<file path="src/rtl/core/bbldm_pkg.sv">
// shared constants, types and register codes of the bayer black level bin demosaic unit
`timescale 1ns / 1ps
package bbldm_pkg;

   // geometry and sample format
   localparam int MAX_LINE_WIDTH = 8192;
   localparam int SAMPLE_BITS    = 16;
   localparam int COL_W          = $clog2(MAX_LINE_WIDTH);
   localparam int WIDTH_W        = 14;
   localparam int ROW_W          = 16;
   localparam int LEVEL_W        = 16;
   localparam int PIX_W          = 18;

   // saturation bounds of signed q2.16
   localparam logic signed [PIX_W-1:0] PIX_MAX = 18'sh1FFFF;
   localparam logic signed [PIX_W-1:0] PIX_MIN = 18'sh20000;

   // front to back queue
   localparam int QUEUE_DEPTH = 4;
   localparam int QPTR_W      = $clog2(QUEUE_DEPTH);

   // restoring divider: one quotient bit per step
   localparam int DIV_STEPS = PIX_W;
   localparam int STEP_W    = $clog2(DIV_STEPS + 1);

   // configuration port
   localparam int CSR_IDX_W  = 3;
   localparam int CSR_DATA_W = 16;

   typedef enum logic [CSR_IDX_W-1:0] {
      CSR_BLACK_0 = 3'd0,
      CSR_BLACK_1 = 3'd1,
      CSR_BLACK_2 = 3'd2,
      CSR_BLACK_3 = 3'd3,
      CSR_WHITE   = 3'd4,
      CSR_WIDTH   = 3'd5,
      CSR_PHASE   = 3'd6
   } csr_index_type;

   // configuration as seen by front and back
   typedef struct packed {
      logic [3:0][LEVEL_W-1:0] black_level;
      logic [LEVEL_W-1:0]      white_level;
      logic [WIDTH_W-1:0]      line_width;
      logic [1:0]              bayer_phase;
   } cfg_type;

   // one classified sample on its way to the back end
   typedef struct packed {
      logic [SAMPLE_BITS-1:0] raw_sample;
      logic [1:0]             site;
      logic [COL_W-1:0]       col;
      logic                   window_ok;
      logic                   row_end;
   } work_type;

   // queue fill status
   typedef struct packed {
      logic [QPTR_W:0] count;
      logic            full;
      logic            empty;
   } queue_stat_type;

endpackage

</file>
<file path="src/rtl/core/bbldm_csr.sv">
// configuration registers of the bayer black level bin demosaic unit
`timescale 1ns / 1ps
module bbldm_csr (
   input  logic                            clock,
   input  logic                            reset,
   input  logic                            csr_valid,
   output logic                            csr_ready,
   input  logic [bbldm_pkg::CSR_IDX_W-1:0]  csr_index,
   input  logic [bbldm_pkg::CSR_DATA_W-1:0] csr_data,
   output bbldm_pkg::cfg_type              cfg
);
   import bbldm_pkg::*;

   cfg_type cfg_ff;
   cfg_type cfg_in;

   // writes are always taken
   assign csr_ready = 1'b1;
   assign cfg       = cfg_ff;

   // register decode
   always_comb begin
      cfg_in = cfg_ff;
      if (csr_valid) begin
         case (csr_index)
            CSR_BLACK_0: cfg_in.black_level[0] = csr_data[LEVEL_W-1:0];
            CSR_BLACK_1: cfg_in.black_level[1] = csr_data[LEVEL_W-1:0];
            CSR_BLACK_2: cfg_in.black_level[2] = csr_data[LEVEL_W-1:0];
            CSR_BLACK_3: cfg_in.black_level[3] = csr_data[LEVEL_W-1:0];
            CSR_WHITE:   cfg_in.white_level    = csr_data[LEVEL_W-1:0];
            CSR_WIDTH:   cfg_in.line_width     = csr_data[WIDTH_W-1:0];
            CSR_PHASE:   cfg_in.bayer_phase    = csr_data[1:0];
            default: ;
         endcase
      end
   end

   always_ff @(posedge clock) begin
      if (reset) begin
         cfg_ff.black_level <= '0;
         cfg_ff.white_level <= '1;
         cfg_ff.line_width  <= WIDTH_W'(MAX_LINE_WIDTH);
         cfg_ff.bayer_phase <= '0;
      end else begin
         cfg_ff <= cfg_in;
      end
   end

endmodule

</file>
<file path="config.mk">
export PLATFORM = sky130hd
export DESIGN_NAME = bbldm_csr
export DESIGN_NICKNAME = d
export VERILOG_FILES = /design/src/rtl/core/bbldm_pkg.sv /design/src/rtl/core/bbldm_csr.sv
export SDC_FILE = /design/constraint.sdc
export NUM_CORES = 1
export LEC_CHECK = 0
export BUFFER_PORTS_ARGS = -buffer_cell sky130_fd_sc_hd__buf_4
export CAP_MARGIN = 20
export CORE_UTILIZATION = 45
export CTS_CLUSTER_SIZE = 10
export DETAILED_ROUTE_END_ITERATION = 8
export HOLD_SLACK_MARGIN = 0.03
export PLACE_DENSITY = 0.83
export RECOVER_POWER = 25
export SLEW_MARGIN = 20
export SYNTH_ARGS = -nofsm -noshare
export SYNTH_HDL_FRONTEND = slang
export SYNTH_SLANG_ARGS = --single-unit
</file>
<file path="constraint.sdc">
create_clock -name clock -period 1.9 [get_ports clock]
set_input_delay 0.38 -clock clock [delete_from_list [all_inputs] [get_ports clock]]
set_output_delay 0.38 -clock clock [all_outputs]
set_load 0.02 [all_outputs]
</file>
After elaboration in Yosys (flattened, before gate mapping):

Index checks and enable logic that the tools add are counted.

* word-level logic and storage cells: 21
* register bits after elaboration: 96
* input port bits: 22

* reductions and logical operators: 8
* eq/ne operators: 6

Operators by type and width (count)
* AND reduction 2 bit: 7
* == test 3 bit (second input constant): 3
* == test 3 x 2 -> 1 bit (second input constant): 2
* == test 3 x 1 -> 1 bit (second input constant): 1
* zero test 3 bit: 1

Longest topological paths before layout:

* word-level depth: 2
* depth in mapped cells: 5

Worst setup path after synthesis:

OpenSTA, ideal clock, no wires.

* path kind: input -> register
* start point: input port csr_index[0] (netlist bit)
* end point: register cfg_ff (netlist bit cfg[37])
* data arrival time: 1.303 ns
* required time: 1.778 ns
* setup time: 0.122 ns
* buffers on the path: 2
* slack: 0.475 ns
* stages: 4
* path through: or4b_1 buf_6 buf_6 mux2i_1

* cells in the longest elaborated chain, start to end: 2

RTL lines
* from (decl): RTL line bbldm_csr.sv:8 `input logic [bbldm_pkg::CSR_IDX_W-1:0] csr_index,`
* zero test 3 bit: RTL line bbldm_csr.sv:25 `case (csr_index)`
* AND reduction 2 bit (no line)
* to (signal assigned): RTL line bbldm_csr.sv:45 `cfg_ff <= cfg_in;`
* to (decl): RTL line bbldm_csr.sv:14 `cfg_type cfg_ff;`

Every way passes these cells.
A chain may end at the register's enable or synchronous reset.

Worst setup path in the final report:

* start point: input port csr_index[1] (netlist bit)
* end point: register cfg_ff (netlist bit cfg[30])

* cells in the longest elaborated chain, start to end: 2

RTL lines (RTL line)
* == test 3 bit: bbldm_csr.sv:25
* AND reduction 2 bit (no line)

Every way passes these cells.

==> results.sh <==
export IMPL_postCtsSetupBuffers=0
export IMPL_portBuffers=117
export IMPL_cp_data_arrival_time_ns=1.68
export IMPL_r2r_setup_slack_ns=1.23
export IMPL_slew_violations=0
export IMPL_power_per_cell_area_nw_per_um2=772
export IMPL_postRouteAntennaNets=0
export IMPL_diodes=0
export IMPL_grt_max_degree=49
export IMPL_cp_end_kind="register"
export IMPL_period_needed_ns=1.40
export IMPL_holdPathStages=3
export IMPL_finalSetupViolations=0
export IMPL_cts_buffers=9
export IMPL_cts_buffer_depth=2
export IMPL_dr_pass1_iters=4
export IMPL_yosysSeqAreaShare_pct=50.4
export IMPL_clock_sinks=96
export IMPL_vias_per_cell=4.85
export IMPL_syn_cell_area_um2=3810
export IMPL_avgSynthCellArea_um2=10.7
export IMPL_timing_final_crit_share_pct=73.7
export IMPL_fmax_ghz=0.714
export IMPL_wl_per_cell_um=15.4
export IMPL_layout_common_cells="buf_4, mux2i_1, dfxtp_1"
export IMPL_tns_ns=0
export IMPL_synth_nets=377
export IMPL_insertion_delay_ns=0.35
export IMPL_synth_seq_cells=96
export IMPL_ir_worst_vdd_v=0.000377
export IMPL_fin_nets=488
export IMPL_grt_ovfl_total=0
export IMPL_p_leak_nw=2.38
export IMPL_worstRegToRegCells=2
export IMPL_die_area_um2=8850
export IMPL_drc=0
export IMPL_ys_warn_count=0
export IMPL_hold_ws_ns=0.294
export IMPL_die_w_um=94.1
export IMPL_crit_required_ns=2.18
export IMPL_drt_iter0_markers=35
export IMPL_hp_class="input port to register"
export IMPL_ios=119
export IMPL_antenna_found_initial=0
export IMPL_vias=2793
export IMPL_yosysUniqueCellTypes=14
export IMPL_final_common_cell="buf_4"
export IMPL_n_fill_cell=677
export IMPL_grt_pass1_vias=2857
export IMPL_grt_usage_pct=21.1
export IMPL_drt_total_wl_mm=8.86
export IMPL_synth_cells=355
export IMPL_fin_skew_ns=0
export IMPL_grt_pass1_wl_mm=14.1
export IMPL_cts_resized=0
export IMPL_die_height_um=94.1
export IMPL_cts_root_buf="clkbuf_8"
export IMPL_cts_tree="yes"
export IMPL_area_growth_syn_to_layout_pct=30.1
export IMPL_rsz0062_at_grt="false"
export IMPL_hold_viol_final=0
export IMPL_slew_headroom_pct=52.2
export IMPL_htreeDepth=3
export IMPL_gp_congestion=0.828
export IMPL_cp_max_fo=16
export IMPL_start_kind="input port"
export IMPL_run_status="complete, no violations"
export IMPL_drive_above_1_share_pct=29.7
export IMPL_cts_hold_buf=0
export IMPL_core_area_um2=8220
export IMPL_clk_pin_slew_worst_paths_ns=0.09
export IMPL_place_hpwl_mm=6.43
export IMPL_rows=33
export IMPL_critPathKind="input port to register"
export IMPL_largest_reg_flops=96
export IMPL_maxCapViolations=0
export IMPL_start_util_pct=46.4
export IMPL_tightest_slew_ns=0.717
## metal layers
layer | part of all wire (%) | track usage [%]
met1 | 47 | 26.9
met2 | 46 | 33.3
met3 | 5.1 | 4.94
met4 | 2.0 | 10.9
met5 | 0 | 0
## cells by family (layout without fill, tap and decap cells)
kind of cell	after synthesis	in the layout	synth area share (%)
mux	96	96	25.2
flops	96	96	50.4
simple gates	136	136	20.8
buf+inv	26	142	3.51
other cells	1	1	0.0983
## through the flow
step / worst slack (ns) / std cells / power, mW / cell area (µm²) / util [%]
final: 0.499 / 576 / 3.83 / 4960 / 60.4
after CTS: 0.626 / 576 / 3.88 / 5000 / 60.8
after global routing: 0.400 / 576 / 3.97 / 4960 / 60.4
after detailed placement: 0.332 / 560 / 2.51 / 4790 / 58.3
after global placement: 0.363 / 560 / 2.50 / 4790 / 58.3
after floorplan: 0.475 / 355 / 2.35 / 3810 / -
## Yosys cell counts
master | instances | area share [%]
buf_2 | 8 | 1.0
buf_4 | 3 | 0.59
buf_6 | 2 | 0.59
clkbuf_1 | 13 | 1.3
conb_1 | 1 | 0.098
dfxtp_1 | 96 | 50
mux2i_1 | 96 | 25
nand2b_1 | 95 | 16
nand4b_1 | 3 | 0.69
nand4bb_1 | 1 | 0.30
nor2_1 | 33 | 3.2
nor4b_1 | 1 | 0.23
nor4bb_1 | 2 | 0.52
or4b_1 | 1 | 0.26
## power breakdown
group          internal, mW  total (mW)  switching, mW  leakage, nW
combinational         0.171       0.378          0.206         1.51
sequential             2.06        2.08         0.0258        0.778
clock                 0.681        1.37          0.692       0.0948
total                  2.91        3.83          0.924         2.38
## critical path, cell delays in order
cell	delay, ns
clkbuf_1	0.19
nor4bb_1	0.34
clkbuf_2	0.51
mux2i_1	0.25
## worst paths after layout
path / to / start
worst max-delay path: cfg[30] / csr_index[1]
worst min-delay path: cfg[18] / csr_data[2]
worst max register to register: cfg[47] / cfg[47]
worst min register to register: cfg[56] / cfg[56]
## layout make-up
cell class / count / area, µm² / area share, %
timing repair buffer: 126 / 928 / 18.7
sequential: 96 / 1920 / 38.7
multi-input combinational: 233 / 1770 / 35.7
clock inverter: 4 / 52.6 / 1.06
tap: 105 / 131 / 2.65
clock buffer: 12 / 155 / 3.13
Power figures use the tool's default switching activity.
