`src/rtl/core/bbldm_pkg.sv`:
```
// shared constants, types and register codes of the bayer black level bin demosaic unit
`timescale 1ns / 1ps
package bbldm_pkg;

   // geometry and sample format
   localparam int MAX_LINE_WIDTH = 8192;
   localparam int SAMPLE_BITS    = 16;
   localparam int COL_W          = $clog2(MAX_LINE_WIDTH);
   localparam int WIDTH_W        = 14;
   localparam int ROW_W          = 16;
   localparam int LEVEL_W        = 16;
   localparam int PIX_W          = 18;

   // saturation bounds of signed q2.16
   localparam logic signed [PIX_W-1:0] PIX_MAX = 18'sh1FFFF;
   localparam logic signed [PIX_W-1:0] PIX_MIN = 18'sh20000;

   // front to back queue
   localparam int QUEUE_DEPTH = 4;
   localparam int QPTR_W      = $clog2(QUEUE_DEPTH);

   // restoring divider: one quotient bit per step
   localparam int DIV_STEPS = PIX_W;
   localparam int STEP_W    = $clog2(DIV_STEPS + 1);

   // configuration port
   localparam int CSR_IDX_W  = 3;
   localparam int CSR_DATA_W = 16;

   typedef enum logic [CSR_IDX_W-1:0] {
      CSR_BLACK_0 = 3'd0,
      CSR_BLACK_1 = 3'd1,
      CSR_BLACK_2 = 3'd2,
      CSR_BLACK_3 = 3'd3,
      CSR_WHITE   = 3'd4,
      CSR_WIDTH   = 3'd5,
      CSR_PHASE   = 3'd6
   } csr_index_type;

   // configuration as seen by front and back
   typedef struct packed {
      logic [3:0][LEVEL_W-1:0] black_level;
      logic [LEVEL_W-1:0]      white_level;
      logic [WIDTH_W-1:0]      line_width;
      logic [1:0]              bayer_phase;
   } cfg_type;

   // one classified sample on its way to the back end
   typedef struct packed {
      logic [SAMPLE_BITS-1:0] raw_sample;
      logic [1:0]             site;
      logic [COL_W-1:0]       col;
      logic                   window_ok;
      logic                   row_end;
   } work_type;

   // queue fill status
   typedef struct packed {
      logic [QPTR_W:0] count;
      logic            full;
      logic            empty;
   } queue_stat_type;

endpackage

```
`src/rtl/core/bbldm_queue.sv`:
```
// short queue between front and back end
`timescale 1ns / 1ps
module bbldm_queue (
   input  logic                       clock,
   input  logic                       reset,
   input  logic                       push,
   input  bbldm_pkg::work_type        din,
   input  logic                       pop,
   output bbldm_pkg::work_type        dout,
   output bbldm_pkg::queue_stat_type  stat
);
   import bbldm_pkg::*;

   work_type          slot_ff [QUEUE_DEPTH];
   logic [QPTR_W-1:0] wr_ptr_ff;
   logic [QPTR_W-1:0] wr_ptr_in;
   logic [QPTR_W-1:0] rd_ptr_ff;
   logic [QPTR_W-1:0] rd_ptr_in;
   logic [QPTR_W:0]   count_ff;
   logic [QPTR_W:0]   count_in;
   logic              do_push;
   logic              do_pop;

   // status
   assign stat.count = count_ff;
   assign stat.full  = (count_ff == (QPTR_W + 1)'(QUEUE_DEPTH));
   assign stat.empty = (count_ff == '0);
   assign dout       = slot_ff[rd_ptr_ff];

   // pointer update
   always_comb begin
      do_push   = push && !stat.full;
      do_pop    = pop && !stat.empty;
      wr_ptr_in = do_push ? wr_ptr_ff + 1'b1 : wr_ptr_ff;
      rd_ptr_in = do_pop ? rd_ptr_ff + 1'b1 : rd_ptr_ff;
      count_in  = count_ff + (QPTR_W + 1)'(do_push) - (QPTR_W + 1)'(do_pop);
   end

   always_ff @(posedge clock) begin
      if (reset) begin
         wr_ptr_ff <= '0;
         rd_ptr_ff <= '0;
         count_ff  <= '0;
      end else begin
         wr_ptr_ff <= wr_ptr_in;
         rd_ptr_ff <= rd_ptr_in;
         count_ff  <= count_in;
      end
   end

   // payload slots
   always_ff @(posedge clock) begin
      if (do_push) begin
         slot_ff[wr_ptr_ff] <= din;
      end
   end

endmodule

```
`config.mk`:
```
export PLATFORM = sky130hd
export DESIGN_NAME = bbldm_queue
export DESIGN_NICKNAME = d
export VERILOG_FILES = /design/src/rtl/core/bbldm_pkg.sv /design/src/rtl/core/bbldm_queue.sv
export SDC_FILE = /design/constraint.sdc
export NUM_CORES = 1
export LEC_CHECK = 0
export BUFFER_PORTS_ARGS = -buffer_cell sky130_fd_sc_hd__clkbuf_2
export CORE_ASPECT_RATIO = 1.5
export CORE_MARGIN = 2
export CORE_UTILIZATION = 60
export DETAILED_ROUTE_END_ITERATION = 6
export GPL_TIMING_DRIVEN = 0
export HOLD_SLACK_MARGIN = 0.06
export PLACE_DENSITY = 0.83
export SKIP_LAST_GASP = 1
export SLEW_MARGIN = 20
export SYNTH_ARGS = -nofsm -noshare
export SYNTH_HDL_FRONTEND = slang
export SYNTH_SLANG_ARGS = --single-unit
export TNS_END_PERCENT = 100
```
`constraint.sdc`:
```
create_clock -name clock -period 4.5 [get_ports clock]
set_input_delay 1.125 -clock clock [delete_from_list [all_inputs] [get_ports clock]]
set_output_delay 1.125 -clock clock [all_outputs]
set_load 0.05 [all_outputs]
```
==> Word level (Yosys, flattened, before mapping) <==
Memory sizes are Yosys's and may differ from the RTL's. A register that Yosys moved wholly into a read port is not among the register bits.
Index checks and enable logic that the tools add are counted.
{ "op_classes": {"add_sub_neg": 4, "eq_ne": 1, "mux": 4, "reduce_logical": 5} }
{ "op_table": {"columns": ["cell", "n"], "rows": [
  ["2-bit by 1-bit adder with 2-bit output (second input constant)", 2],
  ["2-bit 2-to-1 mux", 2],
  ["3-bit by 1-bit adder with 3-bit output", 1],
  ["3-bit == test (second input constant)", 1],
  ["3-bit zero test", 1],
  ["3-bit by 1-bit subtractor with 3-bit output", 1],
  ["1-bit logical AND", 2],
  ["1-bit zero test", 2],
  ["1-bit 2-to-1 mux", 2]
]} }
{ "totals": {"reg_bits": 7, "mem_bits_rw": 132, "inputBits": 37, "out_inout_bits": 38, "memories": 1} }
{ "memory_table": {"columns": ["memory", "words", "word_bits", "rd", "rd_clocked_by_memory_dff", "wr", "line_no", "source"], "rows": [
  ["slot_ff", 4, 33, 1, 1, 1, "bbldm_queue.sv:14", "work_type slot_ff [QUEUE_DEPTH];"]
]} }

==> Logic depth before layout (Yosys ltp) <==
{ "depth": {"depth_word": 5, "mapped_depth": 10} }

==> Least setup slack after synthesis <==
OpenSTA, ideal clock, no wires.
{ "synth_timing": {"kind": "reg-to-reg", "start": "reg count_ff[2]", "end": "reg count_ff[2]", "setup_ns": 0.125, "t_arrival_ns": 2.886, "t_required_ns": 4.375, "setup_slack_ns": 1.490, "stages_incl_launch_ff": 11, "path_cell_list": "dfxtp_1 > nor3b_2 > nor2_1 > inv_1 > ha_1 > inv_1 > ha_1 > fa_1 > xnor2_1 > xnor2_1 > nor2_1"} }
{ "synth_lines": {"columns": ["item", "line_no", "source"], "rows": [
  ["from (decl)", "bbldm_queue.sv:19", "logic [QPTR_W:0] count_ff;"],
  ["from (signal assigned)", "bbldm_queue.sv:47", "count_ff <= count_in;"]
]} }

==> results by group <==
Finish
  – Area Overhead vs Synth: 22.3%
  – Fillers: 488
  – Final nets: 364
  – Antenna fix cells: 0
  – Reg area: 0.00414 mm²
  – Ratio of cells with drive above 1 in the final layout: 44.7%
  – Final Non-Filler Cells: 443
  – Multi-input logic area: 0.00102 mm²
  – Design area: 0.00647 mm²

STA
  – FMAX: 0.320 GHz
  – Rel. slew slack: 64.9%
  – Slew Limit Fails: 0
  – Final min period: 3.12 ns
  – # setup viols final: 0
  – Total negative slack: 0 ns
  – Fin Clk Skew: 0.00489 ns
  – Worst Slack Setup Final: 1.38 ns
  – RSZ-0062 raised after global routing: false
  – Worst slew pin tran: 0.527 ns
  – Period utilization: 69.4%
  – Final Hold Viols: 0

Synth
  – Post-Synth Adder-Cell Area: 1.80%
  – Post-synthesis xor/xnor area fraction: 0.497%
  – Seq cells post-synth: 141
  – Post-synth EDFFs: 132
  – Synth Area in Compound Gates: 0.615%
  – Syn Nets: 268
  – Cell count after synthesis: 224
  – Synth unique cells: 25
  – Post-synth top area share: 75.0%
  – Mux cell area share after synthesis: 14.4%
  – Dominant synthesized flop cell: edfxtp_1
  – Commonest cells post-synth: edfxtp_1, mux4_2, dfxtp_1
  – Main combinational cell family by area after synthesis: multiplexers
  – Syn Area/Cell: 23.6 µm²
  – Ys Warns: 0
  – Post-Synth Simple-Gate Area: 1.96%
  – Ys async rst share: 0%
  – Count leader, synth: edfxtp_1
  – Synth area leaders: edfxtp_1, mux4_2, dfxtp_1
  – Mapped Area: 0.00529 mm²
  – Seq/Total Area, Yosys: 78.4%
  – Yosys top cell by area: edfxtp_1

Die
  – Starting Density: 61.0%
  – Number of I/O pins: 75
  – Die height: 119 µm
  – Row count: 42
  – Core Area: 0.00867 mm²
  – Die area: 0.00959 mm²
  – Die width: 80.6 µm

Worst setup path
  – CP bufs+invs: 3
  – Cell Chain, Critical Path: clkbuf_1 -> buf_2 -> mux4_2 -> clkbuf_2
  – Crit Path Category: flop to output port
  – CP max stage delay: 0.39 ns
  – Worst EP required: 3.38 ns
  – Worst-path fanout max: 10
  – Crit start category: flop
  – Crit path DAT: 2.00 ns
  – Largest delay contributor family on the critical path: buffers and inverters
  – Reg-to-reg slack, setup: 2.04 ns
  – Slowest cell on crit path: mux4_2
  – Crit end category: output port

Power and ir drop
  – Leak: 2.29 nW
  – Peak supply drop: 520 µV
  – Psw: 1.40 mW
  – Pwr per Cell Area: 658 mW/mm²
  – Seq pwr share: 38.3%
  – Net Sw Frac: 33.0%
  – Combinational power share: 30.7%
  – Int Pwr: 2.85 mW
  – Clk pwr share: 30.9%

Drt
  – DR vias/cell: 5.73
  – Post-route ant nets: 0
  – TritonRoute pass-1 iters: 4
  – Initial drt markers: 138
  – DRC: 0
  – Routed length per instance: 21.2 µm
  – Via count: 2537
  – Final WL: 9400 µm

Global route
  – First-pass GRT wire length: 14300 µm
  – Largest net degree at the start of global routing: 22
  – Vias in the first global route: 2677
  – GR Util All Layers: 21.9%
  – Initial antenna violation count: 0
  – Grt ovf: 0

Clock tree
  – CTS H-tree lvls: 4
  – Worst skew pair latency: 0.41 ns
  – CTS sink count: 141
  – CTS tree: yes
  – Clock root cell: clkbuf_16
  – Hold_buf cts: 0
  – Resize count post-CTS: 0
  – Post-CTS Setup Repair Bufs: 0
  – Num CTS Buffers: 17
  – Clock Path Buffers: 2
  – Clk slew on worst S/H paths: 0.05 ns

Placement
  – Place WS: 1.37 ns
  – Placer Congestion: 0.719
  – Dpl hpwl: 5700 µm
  – Dpl cell area: 0.00590 mm²
  – IO Port Bufs: 73
  – Inst Count DP: 411

Min path
  – Hold WC Path Type: flop to flop

Run status
  – Outcome: finished, final reports clean

Flow run
  – Max-Cap Viols: 0
## worst reg2reg max path, stage by stage (launching register included)
cell and delay (ns):
dfxtp_1 0.49, nor3b_2 0.12, nor2_1 0.33, inv_1 0.09
ha_1 0.28, inv_1 0.04, ha_1 0.20, fa_1 0.38
xnor2_1 0.21, xnor2_1 0.15, nor2_1 0.05
## registers in the layout, summed over array words and instances (netlist names), named ones only
name	cells
rd_ptr_ff	2
wr_ptr_ff	2
slot_ff	132
count_ff	3
## per-layer routing
layer | vias to the layer above | GRT usage, % | wire length [µm]
met5 | - | 0 | 0
met4 | 0 | 12.2 | 292
met3 | 24 | 6.89 | 565
met2 | 91 | 35.5 | 5150
met1 | 1299 | 25.6 | 3390
li1 | 1123 | - | -
## stage by stage
stage          total power, mW  hold WS, ns  utilization (%)
2_1_floorplan             2.67        0.459                -
6_report                  4.26        0.504             74.6
5_1_grt                   4.41        0.573             74.6
4_1_cts                   4.30        0.508             74.6
3_3_place_gp              2.91        0.480             66.8
3_5_place_dp              2.97        0.497             68.1
## worst paths after layout
check / from / to / cells after the start
worst max-delay path: flop / dout[20] / 4
worst min-delay path: rd_ptr_ff[1] / rd_ptr_ff[1] / 2
worst min register to register: rd_ptr_ff[1] / rd_ptr_ff[1] / 2
worst max register to register: count_ff[1] / count_ff[2] / 10
## cells in the final DEF, fill, tap and decap left out, types with 2 or more instances in the layout
cell type and count:
and2_2 4, mux4_2 31, xnor2_1 2, clkbuf_8 2
nor2_1 4, clkbuf_2 73, mux4_1 2, ha_1 6
clkbuf_16 17, dfxtp_1 9, o21ai_0 2, a21oi_1 2
buf_16 4, edfxtp_1 132, clkinv_2 6, inv_1 8
bufinv_16 2, buf_2 3, or3_1 2, buf_12 3
nand2b_1 2, nor2b_1 2, clkbuf_1 7
## power groups by stage
stage	Sequential (mW)	Combinational, mW	Clock [mW]
2_1_floorplan	1.67	1.00	0
3_5_place_dp	1.66	1.32	0
3_3_place_gp	1.65	1.26	0
4_1_cts	1.63	1.33	1.34
5_1_grt	1.64	1.38	1.39
6_report	1.63	1.31	1.32
## cell families (layout without fill, tap and decap cells)
family                     Yosys count  after routing
buffers and inverters               17            126
adders and majority gates            7              7
DFF                                141            141
xor gates and xnor gates             3              3
muxes                               34             34
and+or+nand+nor                     17             17
AOI/OAI and AO/OA                    5              5
## final cells by class
| type | instances | area share, % |
|---|---|---|
| flip-flops and latches | 141 | 64.1 |
| plain buffers | 9 | 1.45 |
| clock buffers | 24 | 7.29 |
| multi-input cells | 66 | 15.8 |
| inverters | 8 | 0.464 |
| well taps | 110 | 2.13 |
| repair buffers | 77 | 7.35 |
| clock inverters | 8 | 1.39 |
Power figures use the tool's default switching activity.
