File: src/rtl/core/bbldm_pkg.sv
// shared constants, types and register codes of the bayer black level bin demosaic unit
`timescale 1ns / 1ps
package bbldm_pkg;

   // geometry and sample format
   localparam int MAX_LINE_WIDTH = 8192;
   localparam int SAMPLE_BITS    = 16;
   localparam int COL_W          = $clog2(MAX_LINE_WIDTH);
   localparam int WIDTH_W        = 14;
   localparam int ROW_W          = 16;
   localparam int LEVEL_W        = 16;
   localparam int PIX_W          = 18;

   // saturation bounds of signed q2.16
   localparam logic signed [PIX_W-1:0] PIX_MAX = 18'sh1FFFF;
   localparam logic signed [PIX_W-1:0] PIX_MIN = 18'sh20000;

   // front to back queue
   localparam int QUEUE_DEPTH = 4;
   localparam int QPTR_W      = $clog2(QUEUE_DEPTH);

   // restoring divider: one quotient bit per step
   localparam int DIV_STEPS = PIX_W;
   localparam int STEP_W    = $clog2(DIV_STEPS + 1);

   // configuration port
   localparam int CSR_IDX_W  = 3;
   localparam int CSR_DATA_W = 16;

   typedef enum logic [CSR_IDX_W-1:0] {
      CSR_BLACK_0 = 3'd0,
      CSR_BLACK_1 = 3'd1,
      CSR_BLACK_2 = 3'd2,
      CSR_BLACK_3 = 3'd3,
      CSR_WHITE   = 3'd4,
      CSR_WIDTH   = 3'd5,
      CSR_PHASE   = 3'd6
   } csr_index_type;

   // configuration as seen by front and back
   typedef struct packed {
      logic [3:0][LEVEL_W-1:0] black_level;
      logic [LEVEL_W-1:0]      white_level;
      logic [WIDTH_W-1:0]      line_width;
      logic [1:0]              bayer_phase;
   } cfg_type;

   // one classified sample on its way to the back end
   typedef struct packed {
      logic [SAMPLE_BITS-1:0] raw_sample;
      logic [1:0]             site;
      logic [COL_W-1:0]       col;
      logic                   window_ok;
      logic                   row_end;
   } work_type;

   // queue fill status
   typedef struct packed {
      logic [QPTR_W:0] count;
      logic            full;
      logic            empty;
   } queue_stat_type;

endpackage

File: src/rtl/core/bbldm_front.sv
// front end: raster position tracking and bayer site classification
`timescale 1ns / 1ps
module bbldm_front (
   input  logic                               clock,
   input  logic                               reset,
   input  logic                               push,
   input  logic [bbldm_pkg::SAMPLE_BITS-1:0]  raw_sample,
   input  logic                               frame_start,
   input  bbldm_pkg::cfg_type                 cfg,
   output bbldm_pkg::work_type                entry
);
   import bbldm_pkg::*;

   logic [COL_W-1:0]   col_ff;
   logic [COL_W-1:0]   col_in;
   logic [ROW_W-1:0]   row_ff;
   logic [ROW_W-1:0]   row_in;

   logic [WIDTH_W-1:0] width;
   logic [COL_W-1:0]   col_start;
   logic [ROW_W-1:0]   row_start;
   logic               wrap_early;
   logic [COL_W-1:0]   col;
   logic [ROW_W-1:0]   row;
   logic [WIDTH_W-1:0] col_plus;
   logic               last;

   // row counter wraps to two, keeping parity and window validity
   function automatic logic [ROW_W-1:0] row_next(input logic [ROW_W-1:0] r);
      logic [ROW_W-1:0] n;
      n = (r == '1) ? ROW_W'(2) : r + 1'b1;
      return n;
   endfunction

   // line width in use, clamped
   always_comb begin
      if (cfg.line_width < WIDTH_W'(2)) begin
         width = WIDTH_W'(2);
      end else if (cfg.line_width > WIDTH_W'(MAX_LINE_WIDTH)) begin
         width = WIDTH_W'(MAX_LINE_WIDTH);
      end else begin
         width = cfg.line_width;
      end
   end

   // position of this sample
   always_comb begin
      col_start  = frame_start ? '0 : col_ff;
      row_start  = frame_start ? '0 : row_ff;
      wrap_early = {1'b0, col_start} >= width;
      col        = wrap_early ? '0 : col_start;
      row        = wrap_early ? row_next(row_start) : row_start;
      col_plus   = {1'b0, col} + 1'b1;
      last       = col_plus >= width;
      col_in     = last ? '0 : col_plus[COL_W-1:0];
      row_in     = last ? row_next(row) : row;
   end

   // classified beat
   always_comb begin
      entry.raw_sample = raw_sample;
      entry.site       = {row[0] ^ cfg.bayer_phase[1], col[0] ^ cfg.bayer_phase[0]};
      entry.col        = col;
      entry.window_ok  = (row != '0) && (col != '0);
      entry.row_end    = (col_plus == width);
   end

   always_ff @(posedge clock) begin
      if (reset) begin
         col_ff <= '0;
         row_ff <= '0;
      end else if (push) begin
         col_ff <= col_in;
         row_ff <= row_in;
      end
   end

endmodule

File: config.mk
export PLATFORM = sky130hd
export DESIGN_NAME = bbldm_front
export DESIGN_NICKNAME = d
export VERILOG_FILES = /design/src/rtl/core/bbldm_pkg.sv /design/src/rtl/core/bbldm_front.sv
export SDC_FILE = /design/constraint.sdc
export NUM_CORES = 1
export LEC_CHECK = 0
export ABC_AREA = 0
export BUFFER_PORTS_ARGS = -buffer_cell sky130_fd_sc_hd__buf_4
export CAP_MARGIN = 20
export CELL_PAD_IN_SITES_DETAIL_PLACEMENT = 1
export CELL_PAD_IN_SITES_GLOBAL_PLACEMENT = 1
export CORE_MARGIN = 1.5
export CORE_UTILIZATION = 31
export DETAILED_ROUTE_END_ITERATION = 16
export GPL_TIMING_DRIVEN = 1
export PLACE_DENSITY = 0.86
export SETUP_SLACK_MARGIN = 0.3
export SYNTH_ARGS = -nofsm -noshare
export SYNTH_HDL_FRONTEND = slang
export SYNTH_SLANG_ARGS = --single-unit
File: constraint.sdc
create_clock -name clock -period 6.87 [get_ports clock]
set_input_delay 1.0305 -clock clock [delete_from_list [all_inputs] [get_ports clock]]
set_output_delay 1.0305 -clock clock [all_outputs]
set_load 0.005 [all_outputs]
* After elaboration in Yosys (flattened, before gate mapping)
Index checks and enable logic that the tools add are counted.
Word-level totals: register bits 29, output and inout bits 33, input bits 116
Operators by class: bitwise operators 2, eq/ne operators 3, order comparisons 4, add/subtract/negate cells 3, multiplexer cells 10, reduce and logical (&&, ||, !) cells 3
Operator list (number):
- $mux W16 | 5
- $mux W13 | 3
- $add A16 B1 Y16 const B | 2
- $eq A16 B16 Y1 const B | 2
- $mux W14 | 2
- $reduce_bool A16 Y1 | 1
- $add A13 B1 Y14 const B | 1
- $eq A14 B14 Y1 | 1
- $ge A13 B14 Y1 | 1
- $ge A14 B14 Y1 | 1
- $gt A14 B14 Y1 const B | 1
- $lt A14 B2 Y1 const B | 1
- $reduce_bool A13 Y1 | 1
- $xor A1 B1 Y1 | 2
- $logic_and A1 B1 Y1 | 1

* Depth between registers and ports, before layout
depth after elaboration 8, mapped depth 27

* Worst setup path after synthesis
No wires, ideal clock.
path kind input to register, from input port cfg[7] (netlist bit), to register row_ff[8], cell stages on the path 27, library setup time 0.117 ns, data required time 6.753 ns, path slack -0.088 ns, path buffers 0, arrival time 6.841 ns, cells stage by stage nor4_1 and3_1 inv_1 o21ai_1 nand2_1 ha_1 a21o_1 a221o_1 a21o_1 nor4_2 nand2_1 inv_1 ha_1 nand4_1 nor4_1 nand4_1 xnor2_1 ha_1 nand4_1 nor4_1 a211o_1 inv_1 o211ai_1 and4_1 nand3_2 or2_1 a32o_1
RTL lines:
- from (decl) | RTL line bbldm_front.sv:9 | input bbldm_pkg::cfg_type cfg,
- to (signal assigned) | RTL line bbldm_front.sv:74 | row_ff <= row_in;
- to (decl) | RTL line bbldm_front.sv:16 | logic [ROW_W-1:0] row_ff;

* Worst setup path after layout
from input port cfg[13] (netlist bit), to register row_ff[8]
On the way: word-level cells in the longest chain between the ends 8, elaborated cells between the ends (all ways) 13, those cells by class add/sub (2); order compare (4); eq/ne (1); mux (6)
RTL lines:
- $gt A14 B14 Y1 | RTL line bbldm_front.sv:39 | end else if (cfg.line_width > WIDTH_W'(MAX_LINE_WIDTH)) begin
- $mux W14 | RTL line bbldm_front.sv:39
- $mux W14 * | RTL line bbldm_front.sv:37 | if (cfg.line_width < WIDTH_W'(2)) begin
- $ge A13 B14 Y1 | RTL line bbldm_front.sv:50 | wrap_early = {1'b0, col_start} >= width;
- $mux W13 or $mux W16 (tied branches) | RTL line bbldm_front.sv:51, bbldm_front.sv:52
- $add A13 B1 Y14 (tied with other cells) | RTL line bbldm_front.sv:53 | col_plus = {1'b0, col} + 1'b1;
- $ge A14 B14 Y1 or $mux W16 (tied branches) | RTL line bbldm_front.sv:54, bbldm_front.sv:31
- $mux W16 * | RTL line bbldm_front.sv:56 | row_in = last ? row_next(row) : row;
Mark *: on every way between the ends. The rest lies on a longest branch, timed or not. A chain may end at the register's enable or synchronous reset.

==> flow_summary.ini <==
[outcome]
status = complete, but fails checks
violations = setup timing

[logic_synthesis]
syn_inst = 458
ys_top_cells_by_count = nand2_1 (49), nor2_1 (33), ha_1 (32), dfxtp_1 (29), nand3_1 (27)
synth_edf_count = 0
syn_area_um2 = 3453
ys_seq_area_share_pct = 16.81
synth.avg_cell_area_um2 = 7.540
ys_warn_count = 0
ys_ff_latch = 29
yosysMostFrequentCell = nand2_1
netlist.area_leader.share_pct = 16.81
synth_top_area_cell = dfxtp_1
yosys-top-cells-area = dfxtp_1 (17%), ha_1 (12%), nand2_1 (5.3%), nand3_1 (3.9%), xnor2_1 (3.8%)
synth_cell_types = 70
synthesis.nets = 606
synthArstFlopShare_pct = 0
synth-main-ff-cell = dfxtp_1

[layout]
final_nets = 694
layout-drive-gt1-share_pct = 34.62
diodes = 0
finish.utilization_pct = 44.31
area_growth_pct = 39.09
instances_no_fill = 686

[global_route]
grt_max_degree = 24
overflow = 0
antenna_found_initial = 0
grt_pass1_wl_mm = 21.69
busiest_layer = met2
grt_use_total_pct = 23.69
use_met3_pct = 3.858
grt_util_met2_pct = 42.05
use_met1_pct = 28.20
grt_pass1_vias = 4204

[setup_path]
cp_data_required_time_ps = 7060
start_kind = input port
crit_family = simple AND/OR/NAND/NOR gates
ff2ff_path_depth = 24
cp_max_fo = 6
max_stage_delay_ps = 380
endpoint = row_ff[8]
r2r-end = row_ff[8]
crit_type = input port to flip-flop
timing.critical_path.buf_inv = 5
critPathArrivalTime_ps = 7140
r2r_slack_ps = 710
startpoint = cfg[13]
slowest_stage = a221o_1
end_kind = flip-flop
r2r_start = col_ff[7]
path_depth = 29

[pwr]
power_leakage_uw = 0.002032
power.density_nw_per_um2 = 91.59
vdd_drop_max_v = 0.00006278

[placed_design]
port-buffer-count = 36
post-dp-hpwl_mm = 10.11
place_ws_ps = -207.9
post-place-cells = 648
gp_congestion = 0.9288

[timing]
skew_ps = 10.02
max_freq_mhz = 143.9
fin_crit_ps = 6948
period_share_pct = 101.1
slew_viol_final = 0
rsz0062_at_grt = true
tns_ps = -235.6
worst_slew_pin_slew_ps = 817.0
finalSetupViolations = 10
slew-limit-headroom_pct = 45.47
fin_ws_ps = -77.82
whs_ps = 492.0
finalHoldViolCount = 0

[clock_network]
cts_buffers = 5
clock-sinks = 29
root_buffer = clkbuf_8
cts_buffer_depth = 2
insertion_delay_ps = 300
htree_levels = 2
clk_pin_slew_ps = 70
tritoncts = yes

[floorplan]
ios = 149
start_util_pct = 31.86
dieArea_um2 = 11780
rows = 38
die_height_um = 108.5
core_um2 = 10840
die-width_um = 108.5

[routing]
via_per_inst = 6.257
firstDrtPassIters = 6
post_drt_wl_per_cell_um = 22.81
drc_errors = 0
finalWirelength_mm = 15.65
drtIter0Drc = 419
vias = 4292
ant_nets = 0

[min_path]
min_path_type = flip-flop to flip-flop

[job]
cap_violations = 0
tightest hold or removal path: cells and delay by family, from the launching register on:
kind            cells  cell delay (ps)
flops               1              330
simple gates        1               70
compound gates      1               50
state kept, by name (all words and copies together), names as in the netlist:
| register | count |
|---|---|
| col_ff | 13 |
| row_ff | 16 |
layout make-up:
cell class	count	area, um2
fill	1321	6037
multi-input combinational	380	3013
timing repair buffer	109	867.1
sequential	29	580.6
tap	140	175.2
clock buffer	7	86.33
inverter	21	81.33
per-layer routing:
| metal | vias up | routed length, um |
|---|---|---|
| met5 | - | 0 |
| met4 | 0 | 847 |
| met3 | 93 | 1175 |
| met2 | 262 | 7528 |
| met1 | 2084 | 6097 |
| li1 | 1853 | - |
cell usage in the layout, fill, tap and decap left out, types with 9 or more instances in the layout:
cell,count
a21oi_1,17
buf_4,98
buf_6,9
dfxtp_1,29
ha_1,25
inv_1,18
nand2_1,42
nand2b_1,12
nand3_1,26
nand4_1,10
nor2_1,31
nor2b_1,19
nor3_1,10
o21ai_0,10
xnor2_1,12
metrics by stage:
stage	cell area (um2)	total power [uW]
3_5_place_dp	4071	258.1
2_1_floorplan	3478	225.6
4_1_cts	4436	416.1
3_3_place_gp	4071	252.5
6_report	4803	439.9
5_1_grt	4803	452.5
power by group:
part | leakage [uW] | internal [uW] | switching, uW
sequential | 0.000235 | 170 | 3.31
combinational | 0.00175 | 50.6 | 62.0
clock | 0.0000443 | 79.5 | 74.3
cells by family (layout without fill, tap and decap cells):
kind of cell             after synthesis  count (layout)  synth area share, %
multiplexers                           4               4                1.196
flip-flops                            29              29                16.81
AO/OA/AOI/OAI                        102             102                21.45
XOR/XNOR                              24              24                6.305
buffers and inverters                 49             137                7.138
adder cells (fa/ha/maj)               32              32                11.59
AND/OR/NAND/NOR                      218             218                35.51
worst min path at each step:
| stage | from | end | slack, ps | depth (start not counted) |
|---|---|---|---|---|
| after global placement | col_ff[3] | col_ff[3] | 460 | 2 |
| final | row_ff[5] | row_ff[5] | 490 | 2 |
| after CTS | col_ff[3] | col_ff[3] | 490 | 2 |
| after floorplan | row_ff[5] | row_ff[5] | 450 | 2 |
| after global routing | row_ff[5] | row_ff[5] | 520 | 2 |
| after detailed placement | col_ff[3] | col_ff[3] | 480 | 2 |
repair_timing:
action                                  4_1_cts  5_1_grt
endpoints found under the setup margin       15       24
gates resized for setup                      32       54
gates cloned                                  0        0
setup buffers                                14       17
hold buffers                                  0        0
pin swaps                                    25       45
Power figures use the tool's default switching activity.
